$ cat src/rhsv_pkg.sv
package rhsv_pkg;

  localparam int PIX_W = 8;
  localparam int HN_W  = 11;
  localparam int NUM_W = 17;
  localparam int DEN_W = 9;
  localparam int Q_W   = 8;

  localparam logic [6:0] HUE_MUL = 7'd85;
  localparam logic [8:0] SAT_MUL = 9'd510;

  typedef logic [PIX_W-1:0] pix_t;
  typedef logic [NUM_W-1:0] num_t;
  typedef logic [DEN_W-1:0] den_t;
  typedef logic [Q_W-1:0]   quot_t;

endpackage

$ cat src/rhsv_div.sv
module rhsv_div (
  input  logic          clk,
  input  rhsv_pkg::num_t  num,
  input  rhsv_pkg::den_t  den,
  output rhsv_pkg::quot_t quot
);

  localparam int NUM_W = rhsv_pkg::NUM_W;
  localparam int DEN_W = rhsv_pkg::DEN_W;
  localparam int Q_W   = rhsv_pkg::Q_W;
  localparam int SUB_W = NUM_W + 1;

  logic [NUM_W-1:0] rem_in [0:Q_W-1];
  logic [DEN_W-1:0] den_in [0:Q_W-1];
  logic [Q_W-1:0]   q_in   [0:Q_W-1];

  logic [NUM_W-1:0] rem_r  [1:Q_W-1];
  logic [DEN_W-1:0] den_r  [1:Q_W-1];
  logic [Q_W-1:0]   q_r    [1:Q_W];

  genvar k;
  generate
    for (k = 0; k < Q_W; k++) begin : g_stage
      logic [SUB_W-1:0] sub_ext;
      logic [SUB_W-1:0] diff;
      logic             ge;

      if (k == 0) begin : g_first
        assign rem_in[k] = num;
        assign den_in[k] = den;
        assign q_in[k]   = '0;
      end else begin : g_next
        assign rem_in[k] = rem_r[k];
        assign den_in[k] = den_r[k];
        assign q_in[k]   = q_r[k];
      end

      // one quotient bit per stage, msb first
      assign sub_ext = SUB_W'(den_in[k]) << (Q_W - 1 - k);
      assign diff    = {1'b0, rem_in[k]} - sub_ext;
      assign ge      = ~diff[SUB_W-1];

      always_ff @(posedge clk) begin
        q_r[k+1] <= {q_in[k][Q_W-2:0], ge};
      end

      if (k < Q_W - 1) begin : g_carry
        always_ff @(posedge clk) begin
          rem_r[k+1] <= ge ? diff[NUM_W-1:0] : rem_in[k];
          den_r[k+1] <= den_in[k];
        end
      end
    end
  endgenerate

  assign quot = q_r[Q_W];

endmodule

$ cat src/rgb_to_hsv_full_byte.sv
// rgb to hsv converter, one pixel per beat, full-byte hue circle
//
// input: drive in_red, in_green, in_blue with start high; the pixel is
// taken at the clock edge where start is high and busy is low. busy is
// held low, so a new pixel can be taken on every clock.
//
// output: out_valid is high for exactly one cycle per pixel with
// out_hue, out_saturation and out_brightness. the receiver cannot stall;
// the beat is taken at the edge that ends that cycle.
//
// pipeline: three front stages (max/min, hue numerator, scaling) and
// eight stages of a restoring divider, one quotient bit each, two
// dividers side by side for hue and saturation. throughput is one pixel
// per cycle.
//
// reset: synchronous active-low rst_n clears all valid bits; pixels in
// flight are dropped and no result comes out until new pixels are taken.
module rgb_to_hsv_full_byte (
  input  logic              clk,
  input  logic              rst_n,
  input  logic              start,
  output logic              busy,
  input  rhsv_pkg::pix_t    in_red,
  input  rhsv_pkg::pix_t    in_green,
  input  rhsv_pkg::pix_t    in_blue,
  output logic              out_valid,
  output rhsv_pkg::quot_t   out_hue,
  output rhsv_pkg::quot_t   out_saturation,
  output rhsv_pkg::pix_t    out_brightness
);

  localparam int PIX_W = rhsv_pkg::PIX_W;
  localparam int HN_W  = rhsv_pkg::HN_W;
  localparam int SN_W  = HN_W + 1;
  localparam int NUM_W = rhsv_pkg::NUM_W;
  localparam int DEN_W = rhsv_pkg::DEN_W;
  localparam int Q_W   = rhsv_pkg::Q_W;
  localparam int LAT   = 3 + Q_W;

  localparam logic [1:0] SEL_RED   = 2'd0;
  localparam logic [1:0] SEL_GREEN = 2'd1;
  localparam logic [1:0] SEL_BLUE  = 2'd2;

  logic             accept;
  logic [LAT-1:0]   valid_r;
  logic [LAT-1:0]   valid_nxt;

  // stage 1
  rhsv_pkg::pix_t   s1_red_r, s1_green_r, s1_blue_r;
  rhsv_pkg::pix_t   s1_max_r, s1_min_r;
  logic [1:0]       s1_sel_r;
  rhsv_pkg::pix_t   s1_max_nxt, s1_min_nxt;
  logic [1:0]       s1_sel_nxt;

  // stage 2
  rhsv_pkg::pix_t   s2_d_r, s2_max_r;
  logic [HN_W-1:0]  s2_n_r;
  rhsv_pkg::pix_t   s2_d_nxt;
  logic [HN_W-1:0]  s2_n_nxt;
  logic signed [SN_W-1:0] r_s, g_s, b_s, d_s, d6_s, n_raw, n_wrap;

  // stage 3
  rhsv_pkg::num_t   s3_hnum_r, s3_snum_r;
  rhsv_pkg::den_t   s3_hden_r, s3_sden_r;
  rhsv_pkg::pix_t   s3_max_r;

  rhsv_pkg::pix_t   br_r [0:Q_W-1];

  assign busy   = 1'b0;
  assign accept = start & ~busy;

  assign valid_nxt = {valid_r[LAT-2:0], accept};

  always_ff @(posedge clk) begin
    if (!rst_n) begin
      valid_r <= '0;
    end else begin
      valid_r <= valid_nxt;
    end
  end

  assign out_valid = valid_r[LAT-1];

  // max channel with ties to red, then green
  always_comb begin
    if (in_red >= in_green && in_red >= in_blue) begin
      s1_sel_nxt = SEL_RED;
      s1_max_nxt = in_red;
    end else if (in_green >= in_blue) begin
      s1_sel_nxt = SEL_GREEN;
      s1_max_nxt = in_green;
    end else begin
      s1_sel_nxt = SEL_BLUE;
      s1_max_nxt = in_blue;
    end
    s1_min_nxt = in_red;
    if (in_green < s1_min_nxt) s1_min_nxt = in_green;
    if (in_blue < s1_min_nxt) s1_min_nxt = in_blue;
  end

  always_ff @(posedge clk) begin
    s1_red_r   <= in_red;
    s1_green_r <= in_green;
    s1_blue_r  <= in_blue;
    s1_max_r   <= s1_max_nxt;
    s1_min_r   <= s1_min_nxt;
    s1_sel_r   <= s1_sel_nxt;
  end

  // hue numerator over 6*delta, wrapped into one turn
  assign s2_d_nxt = s1_max_r - s1_min_r;
  assign r_s  = signed'({{(SN_W-PIX_W){1'b0}}, s1_red_r});
  assign g_s  = signed'({{(SN_W-PIX_W){1'b0}}, s1_green_r});
  assign b_s  = signed'({{(SN_W-PIX_W){1'b0}}, s1_blue_r});
  assign d_s  = signed'({{(SN_W-PIX_W){1'b0}}, s2_d_nxt});
  assign d6_s = (d_s <<< 2) + (d_s <<< 1);

  always_comb begin
    unique case (s1_sel_r)
      SEL_RED:   n_raw = g_s - b_s;
      SEL_GREEN: n_raw = (d_s <<< 1) + b_s - r_s;
      SEL_BLUE:  n_raw = (d_s <<< 2) + r_s - g_s;
      default:   n_raw = '0;
    endcase
    if (n_raw < 0) begin
      n_wrap = n_raw + d6_s;
    end else if (n_raw >= d6_s) begin
      n_wrap = n_raw - d6_s;
    end else begin
      n_wrap = n_raw;
    end
  end

  assign s2_n_nxt = n_wrap[HN_W-1:0];

  always_ff @(posedge clk) begin
    s2_d_r   <= s2_d_nxt;
    s2_n_r   <= s2_n_nxt;
    s2_max_r <= s1_max_r;
  end

  // round half up: hue = (85n + d) / 2d, sat = (510d + max) / 2max
  always_ff @(posedge clk) begin
    s3_hnum_r <= NUM_W'(s2_n_r) * NUM_W'(rhsv_pkg::HUE_MUL) + NUM_W'(s2_d_r);
    s3_snum_r <= NUM_W'(s2_d_r) * NUM_W'(rhsv_pkg::SAT_MUL) + NUM_W'(s2_max_r);
    s3_hden_r <= (s2_d_r == '0) ? DEN_W'(1) : {s2_d_r, 1'b0};
    s3_sden_r <= (s2_max_r == '0) ? DEN_W'(1) : {s2_max_r, 1'b0};
    s3_max_r  <= s2_max_r;
  end

  rhsv_div u_hue_div (
    .clk  (clk),
    .num  (s3_hnum_r),
    .den  (s3_hden_r),
    .quot (out_hue)
  );

  rhsv_div u_sat_div (
    .clk  (clk),
    .num  (s3_snum_r),
    .den  (s3_sden_r),
    .quot (out_saturation)
  );

  always_ff @(posedge clk) begin
    br_r[0] <= s3_max_r;
    for (int i = 1; i < Q_W; i++) begin
      br_r[i] <= br_r[i-1];
    end
  end

  assign out_brightness = br_r[Q_W-1];

  a_out_from_beat: assert property (@(posedge clk) disable iff (!rst_n)
    out_valid |-> $past(start && !busy, LAT))
    else $error("result without a matching input beat");

  a_gray_hue: assert property (@(posedge clk) disable iff (!rst_n)
    out_valid && out_saturation == '0 |-> out_hue == '0)
    else $error("zero saturation with nonzero hue");

  a_black_sat: assert property (@(posedge clk) disable iff (!rst_n)
    out_valid && out_brightness == '0 |-> out_saturation == '0)
    else $error("black pixel with nonzero saturation");

endmodule
$ cat config.mk
export PLATFORM = sky130hd
export DESIGN_NAME = rgb_to_hsv_full_byte
export DESIGN_NICKNAME = d
export VERILOG_FILES = /design/src/rhsv_pkg.sv /design/src/rhsv_div.sv /design/src/rgb_to_hsv_full_byte.sv
export SDC_FILE = /design/constraint.sdc
export NUM_CORES = 1
export LEC_CHECK = 0
export BUFFER_PORTS_ARGS = -buffer_cell sky130_fd_sc_hd__buf_2
export CAP_MARGIN = 20
export CORE_UTILIZATION = 59
export CTS_BUF_LIST = sky130_fd_sc_hd__clkbuf_4
export CTS_CLUSTER_DIAMETER = 50
export DETAILED_ROUTE_END_ITERATION = 10
export GPL_ROUTABILITY_DRIVEN = 0
export PLACE_DENSITY = 0.91
export SLEW_MARGIN = 20
export SYNTH_ARGS = -nofsm -noshare
export SYNTH_HDL_FRONTEND = slang
export SYNTH_HIERARCHICAL = 1
export SYNTH_SLANG_ARGS = --single-unit
export TNS_END_PERCENT = 50
$ cat constraint.sdc
create_clock -name clk -period 5.4 [get_ports clk]
set_input_delay 1.08 -clock clk [delete_from_list [all_inputs] [get_ports clk]]
set_output_delay 1.08 -clock clk [all_outputs]
set_load 0.01 [all_outputs]
Yosys cells after proc, flatten, opt, wreduce, memory -nomap -nowiden --
Memories as Yosys holds them, arrays and structs flattened. Index checks and enable logic that the tools add are counted. Widths: inputs -> output; s select.
Word-level totals: register bits after elaboration 140, memory bits (writable) 556, input bits 27, word-level logic and storage cells 106, memories kept 7
Operators by class: add/sub/neg operators 27, $mul 2, $lt $le $gt $ge 7, eq/ne operators 2, muxes and demuxes 24, bitwise gates (word level) 16, reduce and logical (&&, ||, !) cells 4
Memory list:
- u_hue_div.rem_r | depth 7, width 17, read ports 7, clocked after Yosys merged registers in 0, wr ports 7, RTL line rhsv_div.sv:17 | logic [NUM_W-1:0] rem_r [1:Q_W-1];
- u_sat_div.rem_r | depth 7, width 17, read ports 7, clocked after Yosys merged registers in 0, wr ports 7, RTL line rhsv_div.sv:17
- br_r | depth 8, width 8, read ports 8, clocked after Yosys merged registers in 0, wr ports 8, RTL line rgb_to_hsv_full_byte.sv:67 | rhsv_pkg::pix_t br_r [0:Q_W-1];
- u_hue_div.q_r | depth 8, width 8, read ports 8, clocked after Yosys merged registers in 0, wr ports 8, RTL line rhsv_div.sv:19 | logic [Q_W-1:0] q_r [1:Q_W];
- u_sat_div.q_r | depth 8, width 8, read ports 8, clocked after Yosys merged registers in 0, wr ports 8, RTL line rhsv_div.sv:19
- u_hue_div.den_r | depth 7, width 9, read ports 7, clocked after Yosys merged registers in 0, wr ports 7, RTL line rhsv_div.sv:18 | logic [DEN_W-1:0] den_r [1:Q_W-1];
- +1 memories
Operators with widths (count):
- $mux 17 | 14
- $pmux 12 s3 | 1
- $sub 17x10->18 | 2
- $sub 17x11->18 | 2
- $sub 17x12->18 | 2
- $sub 17x13->18 | 2
- $sub 17x14->18 | 2
- $sub 17x15->18 | 2
- $sub 17x16->18 | 2
- $sub 17x9->18 | 2
- $add 17x8->17 | 2
- $mux 8 | 4
- $ge 8x8->1 | 3
- $mux 11 | 2
- $mul 11x7->17 const B | 1
- $logic_not 8->1 | 2
- $lt 8x8->1 | 2
- $mul 8x8->16 const B | 1
- $not 1->1 | 16
- $ge 12x12->1 | 1
- $lt 12x1->1 const B | 1
- $sub 11x8->12 | 1
- $add 10x8->11 | 1
- $add 10x9->11 | 1
- 12 further kinds | 13

Depth between registers and ports, before layout --
Gate-level depths: netlist (run 1).
depth after elaboration 7, depth in mapped cells 25, mapped depth without buffers 24

Hierarchy --
Netlist (run 1), hierarchy kept.
By module, submodules not included:
- rgb_to_hsv_full_byte | instances 1, cells each 1219, area an instance 12371.9 um^2, seq. area each 4063.9 um^2
- rhsv_div at u_sat_div | instances 1, cells each 888, area an instance 8904.8 um^2, seq. area each 4364.2 um^2
- rhsv_div at u_hue_div | instances 1, cells each 887, area an instance 8823.5 um^2, seq. area each 4364.2 um^2

Least setup slack after synthesis (run 1) --
Ideal clock, no wire load.
path type reg-to-reg, start point register s1_max_r[0], end point register s2_n_r[8], setup time 119 ps, data arrival time 4856 ps, required time 5281 ps, slack 426 ps, stages on the path, launching flop included 22, path buffers 1, period minus slack after synthesis 4974 ps, cells stage by stage dfxtp_1 > inv_1 > ha_1 > inv_1 > fa_1 > xor2_1 > fa_1 > ha_1 > nor2b_1 > o31a_1 > nor3_1 > o21bai_1 > a21oi_1 > xnor2_1 > a221o_1 > ha_1 > nor4b_1 > a221oi_2 > buf_2 > nor3b_1 > nor2_1 > o221a_1
Between the ends: longest elaborated chain between the ends 7, elaborated cells between the ends (all ways) 13
RTL lines:
- from (decl) | RTL line rgb_to_hsv_full_byte.sv:50 | rhsv_pkg::pix_t s1_max_r, s1_min_r;
- from (signal assigned) | RTL line rgb_to_hsv_full_byte.sv:105 | s1_max_r <= s1_max_nxt;
- $sub 8x8->8 (*) | RTL line rgb_to_hsv_full_byte.sv:111 | assign s2_d_nxt = s1_max_r - s1_min_r;
- via s2_d_nxt[2] | RTL line rgb_to_hsv_full_byte.sv:58 | rhsv_pkg::pix_t s2_d_nxt;
- $add 10x8->11 / $add 9x8->10 (equally long branches) | RTL line rgb_to_hsv_full_byte.sv:122, rgb_to_hsv_full_byte.sv:121
- $sub 11x8->12 / $sub 10x8->11 (equally long branches) | RTL line rgb_to_hsv_full_byte.sv:122, rgb_to_hsv_full_byte.sv:121
- $pmux 12 s3 | RTL line rgb_to_hsv_full_byte.sv:119 | unique case (s1_sel_r)
- $sub 11x11->11 / $ge 12x12->1 (equally long branches) | RTL line rgb_to_hsv_full_byte.sv:128, rgb_to_hsv_full_byte.sv:127
- $mux 11 | RTL line rgb_to_hsv_full_byte.sv:127 | end else if (n_raw >= d6_s) begin
- $mux 11 (*) | RTL line rgb_to_hsv_full_byte.sv:125 | if (n_raw < 0) begin
- via n_wrap[8] | RTL line rgb_to_hsv_full_byte.sv:60 | logic signed [SN_W-1:0] r_s, g_s, b_s, d_s, d6_s, n_raw, n_wrap;
- to (signal assigned) | RTL line rgb_to_hsv_full_byte.sv:138 | s2_n_r <= s2_n_nxt;
- to (decl) | RTL line rgb_to_hsv_full_byte.sv:57 | logic [HN_W-1:0] s2_n_r;
The timed path passes the listed nets; every way through them passes the cells marked *. A chain may end at the register's enable or synchronous reset.

Worst setup path after layout (run 1) --
start point register s1_max_r[0], end point register s2_n_r[5]
The elaborated chain is that of the path after synthesis.

==> metrics.csv, run 1 <==
stage,metric,value,unit
timing,"Slew Viols, Final",0,
synth,Synth cell types,106,
cts,Clock Latency Late Sink,1.00,ns
worst_setup_path,Worst Setup Path Type,reg -> reg,
cts,Clock Tree Root,clkbuf_4,
global_route,GRT overflow,0,
finish,fraction of layout cells with a size suffix above 1,0.129,
synth,Mean Syn Cell Area,10.1,µm²
synth,Post-synth EDFFs,0,
timing,Slew @ Worst Pin,1.07,ns
global_route,first-pass GRT wire length,101000,µm
timing,WHS,0.270,ns
timing,final worst-path cycle share,0.980,
global_route,vias in the first global route,22600,
drt,number of remaining DRC errors,0,
worst_setup_path,CP Launch Type,flip-flop,
floorplan,die width,228,µm
drt,Routed wire per std cell,15.3,µm
cts,Clock Sink Count,639,
worst_setup_path,CP Capture Type,flip-flop,
timing,setup TNS,0,ns
min_path,Hold Crit Class,in -> reg,
timing,minimum clock period,5.29,ns
worst_setup_path,CP startpoint,s1_max_r[0],
timing,Max Clk Rate,189,MHz
timing,Final Hold Vio Count,0,
drt,Post-DRT Antenna Nets,0,
timing,Worst Clk Skew,0.0758,ns
timing,RSZ-0062 raised after global routing,true,
synth,Mapped Nets,3440,
drt,Post-Route WL,60400,µm
cts,TritonCTS Buffers,153,
synth,Ys Warns,6,
floorplan,full die area,51900,µm²
cts,clk slew on worst S/H paths,0.07,ns
synth,Post-synth top flop,dfxtp_1,
flow_run,maxcap violations,0,
worst_setup_path,"Max FO, Critical Path",5,
finish,Layout area overhead,10.2,%
synth,sequential share of the synthesized area,0.425,
synth,asr flop ratio synth,0,
worst_setup_path,data required time of the worst path,6.25,ns
drt,Vias/cell,5.52,
finish,Finished Cell Area,33200,µm²
cts,CTS tree,yes,
cts,maximum clock insertion buffer count,3,
min_path,Hold Startpoint,in_red[0],
floorplan,IO Pins,53,
drt,Vias,21800,
global_route,initial antenna violation count,4,
synth,Syn Inst Count,2994,
run_status,status,finished clean,
floorplan,Die H,228,µm
placed_design,port bufs,51,
cts,H-Tree Depth,4,
finish,nets,3618,
worst_setup_path,Worst Path Arrival,6.14,ns
placed_design,post-DP HPWL,43700,µm
global_route,largest net degree at the start of global routing,24,
placed_design,Post-Place Cell Area,31000,µm²
floorplan,Initial Util,0.599,
synth,#FFs+latches synth,639,
floorplan,row cnt,82,
synth,"Cell Area, Synth",30100,µm²
worst_setup_path,FF-to-FF Start,s1_max_r[0],
drt,drt pass-1 iters,6,
timing,headroom to the max-slew limit,0.289,
global_route,gr usage total,0.235,
drt,DRT iter0 DRCs,1222,
timing,endpoints failing setup,0,
floorplan,Core Region,50300,µm²
critical path: stages (launching register included):
cell and delay, ns:
dfxtp_1 0.31, inv_1 0.05, ha_1 0.17, inv_1 0.06
fa_1 0.49, inv_1 0.08, fa_1 0.49, inv_1 0.05
ha_1 0.37, a211oi_2 0.29, o21bai_2 0.13, a2111oi_2 0.42
nor3_1 0.12, xnor2_1 0.17, a221o_1 0.40, ha_2 0.39
o21bai_1 0.10, a221oi_2 0.32, buf_6 0.17, nor2_2 0.05
a221o_1 0.34, a22o_1 0.19
cell families (layout without fill, tap and decap cells):
kind of cell,Yosys count,count (layout),share of synthesized area
adders and majority gates,420,420,0.195
muxes,82,82,0.0291
xor gates and xnor gates,172,172,0.0503
buffers and inverters,439,719,0.0577
DFF,639,639,0.425
and+or+nand+nor,625,625,0.105
other,1,5,0.000125
AOI/OAI and AO/OA,616,616,0.138
layer usage:
metal,global-route usage,up-vias,share of wire
met4,0.158,2,0.058
met5,0,-,0.00015
li1,-,10700,-
met2,0.432,692,0.52
met3,0.0565,243,0.047
met1,0.233,10200,0.38
registers in the layout, summed over array words and instances, names as in the netlist, 16 cells and up:
| name | count |
|---|---|
| u_hue_div/rem_r | 119 |
| u_sat_div/rem_r | 119 |
| br_r | 64 |
| u_hue_div/den_r | 63 |
| u_sat_div/den_r | 63 |
| u_hue_div/q_r | 36 |
| u_sat_div/q_r | 36 |
| s3_hnum_r | 17 |
| s3_snum_r | 16 |
cell usage in the layout, fill, tap and decap left out, types with 9 or more instances in the layout:
cell | synthesis | layout
dfxtp_1 | 639 | 639
inv_1 | 385 | 385
ha_1 | 338 | 334
clkbuf_4 | 0 | 216
nor2_1 | 169 | 169
a21oi_1 | 152 | 150
nand2_1 | 131 | 131
o21ai_0 | 113 | 112
xnor2_1 | 110 | 108
fa_1 | 81 | 81
nor3_1 | 69 | 68
a21o_1 | 63 | 63
xor2_1 | 61 | 60
buf_2 | 11 | 52
nand2b_1 | 50 | 50
o21ai_1 | 39 | 40
mux2i_1 | 39 | 39
nor2b_1 | 36 | 36
o21a_1 | 36 | 36
mux2_2 | 32 | 32
nand3_1 | 31 | 31
a211oi_1 | 29 | 28
and2_1 | 21 | 21
buf_4 | 12 | 19
or3_1 | 18 | 18
clkinv_1 | 1 | 18
o21bai_1 | 16 | 16
a31oi_1 | 16 | 15
o31a_1 | 15 | 15
nor4_1 | 14 | 14
o211ai_1 | 12 | 12
nand4_1 | 11 | 11
o31ai_1 | 11 | 11
mux2_1 | 11 | 11
nor3b_1 | 10 | 10
or2_2 | 9 | 9
o41ai_1 | 11 | 9
or4_1 | 9 | 9
clkinv_2 | 0 | 9
cell type report:
type	instances	area, µm²
Clock inverter	41	313
Tap cell	672	841
Timing Repair Buffer	72	414
Antenna cell	4	10.0
Clock buffer	216	1620
Fill cell	3448	17100
Sequential cell	639	12800
Inverter	390	1460
Multi-Input combinational cell	1916	15700
timing repair:
item,CTS,global route
endpoints found under the hold margin,0,0
gates cloned,0,1
endpoints found under the setup margin,1,10
gates resized for setup,1,21
buffers inserted,0,5
hold buffers,0,0
pin swaps,0,9
cell usage after synthesis (20+ instances only):
library cell	n	area (µm²)
nand3_1	31	155
o21ai_1	39	195
nand2b_1	50	313
o21a_1	36	270
xnor2_1	110	963
nand2_1	131	492
nor3_1	69	345
ha_1	338	4230
a21oi_1	152	761
dfxtp_1	639	12800
inv_1	385	1450
clkbuf_1	20	75.1
and2_1	21	131
nor2b_1	36	225
mux2i_1	39	390
a21o_1	63	473
mux2_2	32	360
xor2_1	61	534
fa_1	81	1620
o21ai_0	113	566
a211oi_1	29	218
nor2_1	169	634
per-stage QoR:
step | setup WS [ns] | instances | util
floorplan | 0.426 | 2994 | -
global placement | 0.147 | 3682 | 0.617
detailed placement | -0.00938 | 3682 | 0.617
CTS | 0.0180 | 3939 | 0.656
global route | -0.119 | 3949 | 0.659
finish | 0.105 | 3950 | 0.660
final timing paths:
path / to / slack [ns] / depth (start not counted)
max reg2reg: s2_n_r[5] / 0.11 / 21
min reg2reg: u_hue_div/den_r[3][2] / 0.30 / 0
min: s1_red_r[0] / 0.27 / 1
max: s2_n_r[5] / 0.11 / 21
Power of run 1 is not shown: default switching activity piles up to over one toggle a cycle in this logic, so the estimate is an artifact.
==> run 2, diff against run 1 <==
--- a/config.mk
+++ b/config.mk
@@ -7,12 +7,14 @@
 export LEC_CHECK = 0
 export BUFFER_PORTS_ARGS = -buffer_cell sky130_fd_sc_hd__buf_2
 export CAP_MARGIN = 20
-export CORE_UTILIZATION = 59
+export CELL_PAD_IN_SITES_DETAIL_PLACEMENT = 1
+export CELL_PAD_IN_SITES_GLOBAL_PLACEMENT = 2
+export CORE_UTILIZATION = 39
 export CTS_BUF_LIST = sky130_fd_sc_hd__clkbuf_4
 export CTS_CLUSTER_DIAMETER = 50
 export DETAILED_ROUTE_END_ITERATION = 10
 export GPL_ROUTABILITY_DRIVEN = 0
-export PLACE_DENSITY = 0.91
+export PLACE_DENSITY = 0.9
 export SLEW_MARGIN = 20
 export SYNTH_ARGS = -nofsm -noshare
 export SYNTH_HDL_FRONTEND = slang
==> run 2 against run 1 <==
- global-route usage down 6.5 points
- final area grew 2.4%
- final cell count increased by 10%
- non-clock buffer count grew 14
- utilization down 21 points
==> metrics.csv, run 2 (synthesized netlist as in run 1, its figures left out) <==
stage,metric,value,unit,change
worst_setup_path,Most common cell on crit path,inv_1,,
timing,Final Hold Vio Count,0,,unchanged
cts,hold_buf cts,0,,unchanged
global_route,largest net degree at the start of global routing,24,,unchanged
worst_setup_path,worst reg2reg endpoint,s2_n_r[4],,
cts,TritonCTS Buffers,168,,+9.8%
floorplan,Core Region,76200,µm²,+52%
worst_setup_path,Worst Path Arrival,6.13,ns,about the same
run_status,status,finished clean,,
worst_setup_path,slowest cell on the critical path,fa_1,,
finish,area of the multi-input gates,15800,µm²,+0.61%
cts,CTS tree,yes,,
min_path,Hold Startpoint,in_green[0],,
floorplan,Die H,280,µm,+23%
drt,Vias/cell,4.87,,-12%
finish,Layout area overhead,12.7,%,
timing,headroom to the max-slew limit,0.474,,+0.185
worst_setup_path,Worst path top cell family by delay,adder cells,,
global_route,vias in the first global route,22900,,+1.3%
worst_setup_path,FF-to-FF Start,s1_max_r[0],,
finish,fraction of layout cells with a size suffix above 1,0.138,,+0.00974
floorplan,row cnt,101,,+23%
drt,met1 WL,27900,µm,+22%
finish,biggest registers after layout,"u_hue_div/rem_r: 119 flops, u_sat_div/rem_r: 119 flops, br_r: 64 flops",,
worst_setup_path,"Max FO, Critical Path",5,,unchanged
finish,Storage cell area,12800,µm²,unchanged
cts,maximum clock insertion buffer count,3,,unchanged
min_path,hold endpoint,s1_green_r[0],,
placed_design,port bufs,51,,unchanged
global_route,initial antenna violation count,1,,-3
floorplan,full die area,78300,µm²,+51%
worst_setup_path,cell depth of the worst setup path,25,,+19%
floorplan,IO Pins,53,,unchanged
timing,RSZ-0062 raised after global routing,true,,
timing,Worst Clk Skew,0.0621,ns,-0.0137 ns
cts,clk slew on worst S/H paths,0.06,ns,about the same
worst_setup_path,CP Launch Type,flip-flop,,
finish,"most common cell after layout, fill and taps aside",dfxtp_1,,
worst_setup_path,Worst Setup Path Type,reg -> reg,,
placed_design,Post-Place Cell Area,31600,µm²,+1.8%
drt,drt pass-1 iters,5,,-1
placed_design,post-DP HPWL,49400,µm,+13%
worst_setup_path,r2r setup slk,0.14,ns,+0.04 ns
global_route,first-pass GRT wire length,109000,µm,+7.8%
worst_setup_path,R2R depth,25,,+19%
timing,worst setup margin,0.144,ns,+0.0385 ns
drt,Vias,21200,,-3.0%
drt,DRT iter0 DRCs,584,,-52%
timing,Max Clk Rate,190,MHz,+0.73%
cts,Clock Latency Late Sink,1.01,ns,about the same
timing,setup TNS,0,ns,unchanged
drt,Max Used Layer,met4,,
cts,H-Tree Depth,4,,unchanged
finish,layout filler cell count,8611,,+150%
timing,"Slew Viols, Final",0,,unchanged
floorplan,Initial Util,0.395,,-0.204
min_path,Hold Crit Class,in -> reg,,
drt,Post-DRT Antenna Nets,0,,unchanged
global_route,GRT overflow,0,,unchanged
flow_run,maxcap violations,0,,unchanged
drt,Routed wire per std cell,14.6,µm,-4.5%
floorplan,die width,280,µm,+23%
timing,minimum clock period,5.26,ns,-0.0385 ns
timing,endpoints failing setup,0,,unchanged
worst_setup_path,number of buffers and inverters on the critical path,7,,+2
global_route,gr usage total,0.170,,-0.0653
worst_setup_path,max incr delay on CP,0.54,ns,+0.05 ns
finish,nets,3647,,+0.80%
cts,Clock Sink Count,639,,unchanged
drt,met3 WL,1990,µm,-30%
drt,number of remaining DRC errors,0,,unchanged
drt,Post-Route WL,63500,µm,+5.0%
placed_design,post-place setup slack,-0.0336,ns,-0.0242 ns
timing,Slew @ Worst Pin,0.787,ns,-0.279 ns
finish,Finished Cell Area,33900,µm²,+2.4%
cts,Clock Tree Root,clkbuf_4,,
worst_setup_path,CP Capture Type,flip-flop,,
drt,met2 WL,31600,µm,+1.5%
worst_setup_path,data required time of the worst path,6.27,ns,+0.02 ns
timing,final worst-path cycle share,0.973,,-0.00712
min_path,worst hold path depth,1,,unchanged
finish,most frequent cells in the layout,"639 x dfxtp_1, 384 x inv_1, 329 x ha_1",,
-- run 2: changes by cell type in the layout (fill, tap and decap cells not counted), sizes merged --
| cell | delta |
|---|---|
| clkinv | +13 |
| buf | +12 |
| bufinv | -1 |
| inv | +3 |
| clkinvlp | -4 |
| clkbuf | +14 |
| diode | -1 |
-- run 2: repair_timing --
item	CTS	global route
setup endpoints to repair	3	11
pin swaps	0	14
gates resized for setup	2	36
setup buffers	0	7
-- run 2: final cells by class --
type,count,area share
Antenna cell,3,0.000221
Clock buffer,228,0.0504
Clock inverter,52,0.0100
Inverter,390,0.0431
Multi-Input combinational cell,1916,0.465
Sequential cell,639,0.377
Tap cell,1030,0.0380
Timing Repair Buffer,86,0.0158
-- run 2: worst max-delay path by stage --
stage	from	to	slack, ns
after floorplan	s1_max_r[0]	s2_n_r[8]	0.43
after global placement	s1_max_r[0]	s2_n_r[5]	0.11
after detailed placement	s1_max_r[0]	s2_n_r[5]	-0.03
after CTS	s1_max_r[0]	s2_n_r[5]	0.02
after global routing	s1_max_r[0]	s2_n_r[5]	-0.11
final	s1_max_r[0]	s2_n_r[4]	0.14
-- run 2: worst register-to-register path, cell delays in order (launching register included) --
cell	delay [ns]
dfxtp_1	0.31
inv_1	0.05
ha_2	0.18
inv_1	0.05
fa_1	0.51
inv_2	0.06
fa_1	0.54
inv_1	0.06
ha_1	0.31
a211oi_2	0.34
o21bai_4	0.11
a2111oi_4	0.30
or3_4	0.19
xnor2_1	0.11
a21oi_1	0.10
o22ai_2	0.34
ha_4	0.26
inv_1	0.09
a21oi_2	0.07
o21bai_1	0.16
a221oi_2	0.10
clkbuf_16	0.17
clkbuf_2	0.15
o21ai_0	0.13
or3b_1	0.38
o211ai_2	0.09
-- run 2: stage by stage --
stage,hold WS [ns],instances,utilization
after floorplan,0.310,2994,-
after global placement,0.310,4053,0.415
after detailed placement,0.313,4053,0.415
after CTS,0.107,4333,0.442
after global routing,0.145,4342,0.445
final,0.262,4344,0.445
-- run 2: routing by layer --
| layer | track usage | vias up |
|---|---|---|
| met2 | 0.297 | 246 |
| met1 | 0.197 | 10100 |
| li1 | - | 10700 |
| met3 | 0.0379 | 117 |
| met4 | 0.0768 | 0 |
| met5 | 0 | - |
Power of run 2 is left out for the same reason.
==> run 3, diff against run 2 <==
--- a/config.mk
+++ b/config.mk
@@ -5,16 +5,17 @@
 export SDC_FILE = /design/constraint.sdc
 export NUM_CORES = 1
 export LEC_CHECK = 0
-export BUFFER_PORTS_ARGS = -buffer_cell sky130_fd_sc_hd__buf_2
 export CAP_MARGIN = 20
 export CELL_PAD_IN_SITES_DETAIL_PLACEMENT = 1
 export CELL_PAD_IN_SITES_GLOBAL_PLACEMENT = 2
-export CORE_UTILIZATION = 39
+export CORE_UTILIZATION = 40
 export CTS_BUF_LIST = sky130_fd_sc_hd__clkbuf_4
 export CTS_CLUSTER_DIAMETER = 50
 export DETAILED_ROUTE_END_ITERATION = 10
+export DONT_BUFFER_PORTS = 1
 export GPL_ROUTABILITY_DRIVEN = 0
-export PLACE_DENSITY = 0.9
+export PLACE_DENSITY = 0.91
+export SETUP_SLACK_MARGIN = 0.3
 export SLEW_MARGIN = 20
 export SYNTH_ARGS = -nofsm -noshare
 export SYNTH_HDL_FRONTEND = slang
==> run 3 against run 2 <==
- first-iteration DRC count rose by 16%
- clock-buffer cell count rose by 2
- via count rose by 1.2%
- sequential share of layout area fell by 0.26 points
- fmax rose by 5.1%
- die area fell by 2.5%
- register-to-register slack improved by 0.26 ns
- global-route usage rose by 0.19 points
- clock skew rose by 0.013 ns
- setup slack improved by 0.26 ns
==> metrics.csv, run 3 (synthesized netlist as in run 1, its figures left out) <==
stage,metric,value,unit,change
finish,fraction of layout cells with a size suffix above 1,0.142,,+0.00323
global_route,first-pass GRT wire length,108000,µm,-0.44%
finish,Layout area overhead,13.6,%,
cts,CTS tree,yes,,
worst_setup_path,CP Launch Type,flip-flop,,
min_path,hold endpoint,valid_r[1],,
timing,"Slew Viols, Final",0,,unchanged
drt,drt pass-1 iters,6,,+1
worst_setup_path,Worst Path Arrival,5.89,ns,-0.24 ns
global_route,largest net degree at the start of global routing,24,,unchanged
flow_run,maxcap violations,0,,unchanged
drt,Vias,21400,,+1.2%
timing,Final Hold Vio Count,0,,unchanged
worst_setup_path,FF-to-FF Start,s1_max_r[0],,
drt,Post-DRT Antenna Nets,0,,unchanged
worst_setup_path,number of buffers and inverters on the critical path,6,,-1
timing,final worst-path cycle share,0.926,,-0.0475
cts,clk slew on worst S/H paths,0.07,ns,about the same
finish,"most common cell after layout, fill and taps aside",dfxtp_1,,
timing,headroom to the max-slew limit,0.274,,-0.200
global_route,gr usage total,0.172,,+0.00188
placed_design,post-DP HPWL,49300,µm,about the same
min_path,Hold Crit Class,in -> reg,,
timing,Worst Clk Skew,0.0750,ns,+0.0129 ns
finish,biggest registers after layout,"u_hue_div/rem_r: 119 flops, u_sat_div/rem_r: 119 flops, br_r: 64 flops",,
worst_setup_path,data required time of the worst path,6.29,ns,+0.02 ns
worst_setup_path,"Max FO, Critical Path",6,,+1
global_route,vias in the first global route,23000,,+0.68%
min_path,worst hold path depth,1,,unchanged
worst_setup_path,worst reg2reg endpoint,s2_n_r[5],,
timing,Slew @ Worst Pin,1.09,ns,+0.298 ns
floorplan,full die area,76400,µm²,-2.5%
worst_setup_path,crit path cell chain,inv_2 -> ha_4 -> inv_2 -> fa_2 -> inv_2 -> fa_1 -> inv_2 -> ha_4 -> a211oi_4 -> o21bai_4 -> a2111oi_4 -> or3_4 -> xnor2_2 -> a21oi_2 -> o22ai_2 -> ha_4 -> inv_2 -> a21oi_2 -> o21bai_1 -> a221oi_2 -> buf_6 -> nor2_4 -> a221o_1 -> a22o_1,,
timing,WHS,0.248,ns,-0.0137 ns
cts,TritonCTS Buffers,168,,unchanged
floorplan,die width,276,µm,-1.2%
worst_setup_path,Worst path top cell family by delay,compound AO/OA/AOI/OAI gates,,
global_route,GRT overflow,0,,unchanged
timing,Max Clk Rate,200,MHz,+5.1%
timing,endpoints failing setup,0,,unchanged
drt,Routed wire per std cell,15.2,µm,+4.3%
floorplan,IO Pins,53,,unchanged
global_route,initial antenna violation count,3,,+2
drt,Vias/cell,5.01,,+2.7%
finish,nets,3636,,-0.30%
min_path,Hold Startpoint,rst_n,,
cts,Clock Latency Late Sink,1.00,ns,about the same
worst_setup_path,r2r setup slk,0.40,ns,+0.26 ns
worst_setup_path,slowest cell on the critical path,fa_1,,
worst_setup_path,Worst Setup Path Type,reg -> reg,,
drt,Post-Route WL,65200,µm,+2.8%
drt,DRT iter0 DRCs,679,,+16%
timing,minimum clock period,5.00,ns,-0.256 ns
worst_setup_path,Most common cell on crit path,inv_2,,
finish,most frequent cells in the layout,"631 x dfxtp_1, 378 x inv_1, 321 x ha_1",,
run_status,status,finished clean,,
timing,RSZ-0062 raised after global routing,true,,
floorplan,Core Region,74400,µm²,-2.3%
cts,Clock Sink Count,639,,unchanged
worst_setup_path,CP Capture Type,flip-flop,,
worst_setup_path,max incr delay on CP,0.59,ns,+0.05 ns
floorplan,row cnt,100,,-0.99%
floorplan,Die H,276,µm,-1.2%
floorplan,Initial Util,0.404,,+0.00931
cts,H-Tree Depth,4,,unchanged
worst_setup_path,R2R depth,24,,-4.0%
placed_design,port bufs,0,,-100%
drt,number of remaining DRC errors,0,,unchanged
cts,Clock Tree Root,clkbuf_4,,
cts,maximum clock insertion buffer count,3,,unchanged
-- run 3: changes by cell type in the layout (fill, tap and decap cells not counted), sizes merged --
cell / change
inv: +2
diode: +1
clkinv: +2
buf: -33
dlygate4sd3: +24
-- run 3: worst register-to-register path, stage by stage, from the launching register on --
cell and delay, ns:
dfxtp_2 0.33, inv_2 0.07, ha_4 0.13, inv_2 0.04, fa_2 0.55, inv_2 0.06, fa_1 0.59, inv_2 0.06
ha_4 0.22, a211oi_4 0.27, o21bai_4 0.11, a2111oi_4 0.35, or3_4 0.21, xnor2_2 0.08, a21oi_2 0.16, o22ai_2 0.13
ha_4 0.35, inv_2 0.04, a21oi_2 0.11, o21bai_1 0.10, a221oi_2 0.29, buf_6 0.18, nor2_4 0.04, a221o_1 0.30
a22o_1 0.17
-- run 3: cell type report --
type	instances	area, µm²
fillers	8349	40200
well taps	969	1210
flip-flops and latches	639	12800
clock inverters	56	374
diodes	4	10.0
clock buffers	230	1730
multi-input cells	1916	16000
inverters	390	1460
repair buffers	75	631
-- run 3: layer usage --
layer / routed length [µm] / vias up / global-route usage
met5: 0 / - / 0
met4: 2140 / 0 / 0.0821
met3: 2200 / 136 / 0.0423
met2: 33100 / 273 / 0.306
met1: 27800 / 10300 / 0.190
li1: - / 10700 / -
-- run 3: how the worst max path moves through the flow --
stage / start / endpoint / slack [ns] / cells past startpoint
6_report: s1_max_r[0] / s2_n_r[5] / 0.40 / 24
5_1_grt: s1_max_r[0] / s2_n_r[5] / 0.18 / 24
4_1_cts: s1_max_r[0] / s2_n_r[5] / 0.28 / 21
3_5_place_dp: s1_max_r[0] / s2_n_r[5] / -0.13 / 24
3_3_place_gp: s1_max_r[0] / s2_n_r[5] / 0.02 / 24
2_1_floorplan: s1_max_r[0] / s2_n_r[8] / 0.43 / 21
-- run 3: repair_timing --
item / 4_1_cts / 5_1_grt
endpoints found under the setup margin: 12 / 14
pin swaps: 8 / 41
hold buffers: 24 / 0
gates resized for setup: 14 / 77
hold endpoints to repair: 24 / 0
cloned: 0 / 0
buffers inserted: 7 / 20
-- run 3: per-stage QoR --
step / util / instances / area, µm² / TNS, ns / setup slack, ns
6_report: 0.459 / 4279 / 34200 / 0 / 0.400
5_1_grt: 0.459 / 4278 / 34200 / 0 / 0.180
4_1_cts: 0.453 / 4255 / 33700 / 0 / 0.282
3_5_place_dp: 0.420 / 3938 / 31200 / -0.231 / -0.130
3_3_place_gp: 0.420 / 3938 / 31200 / 0 / 0.0168
2_1_floorplan: - / 2994 / 30100 / 0 / 0.426
Power of run 3 is left out for the same reason.
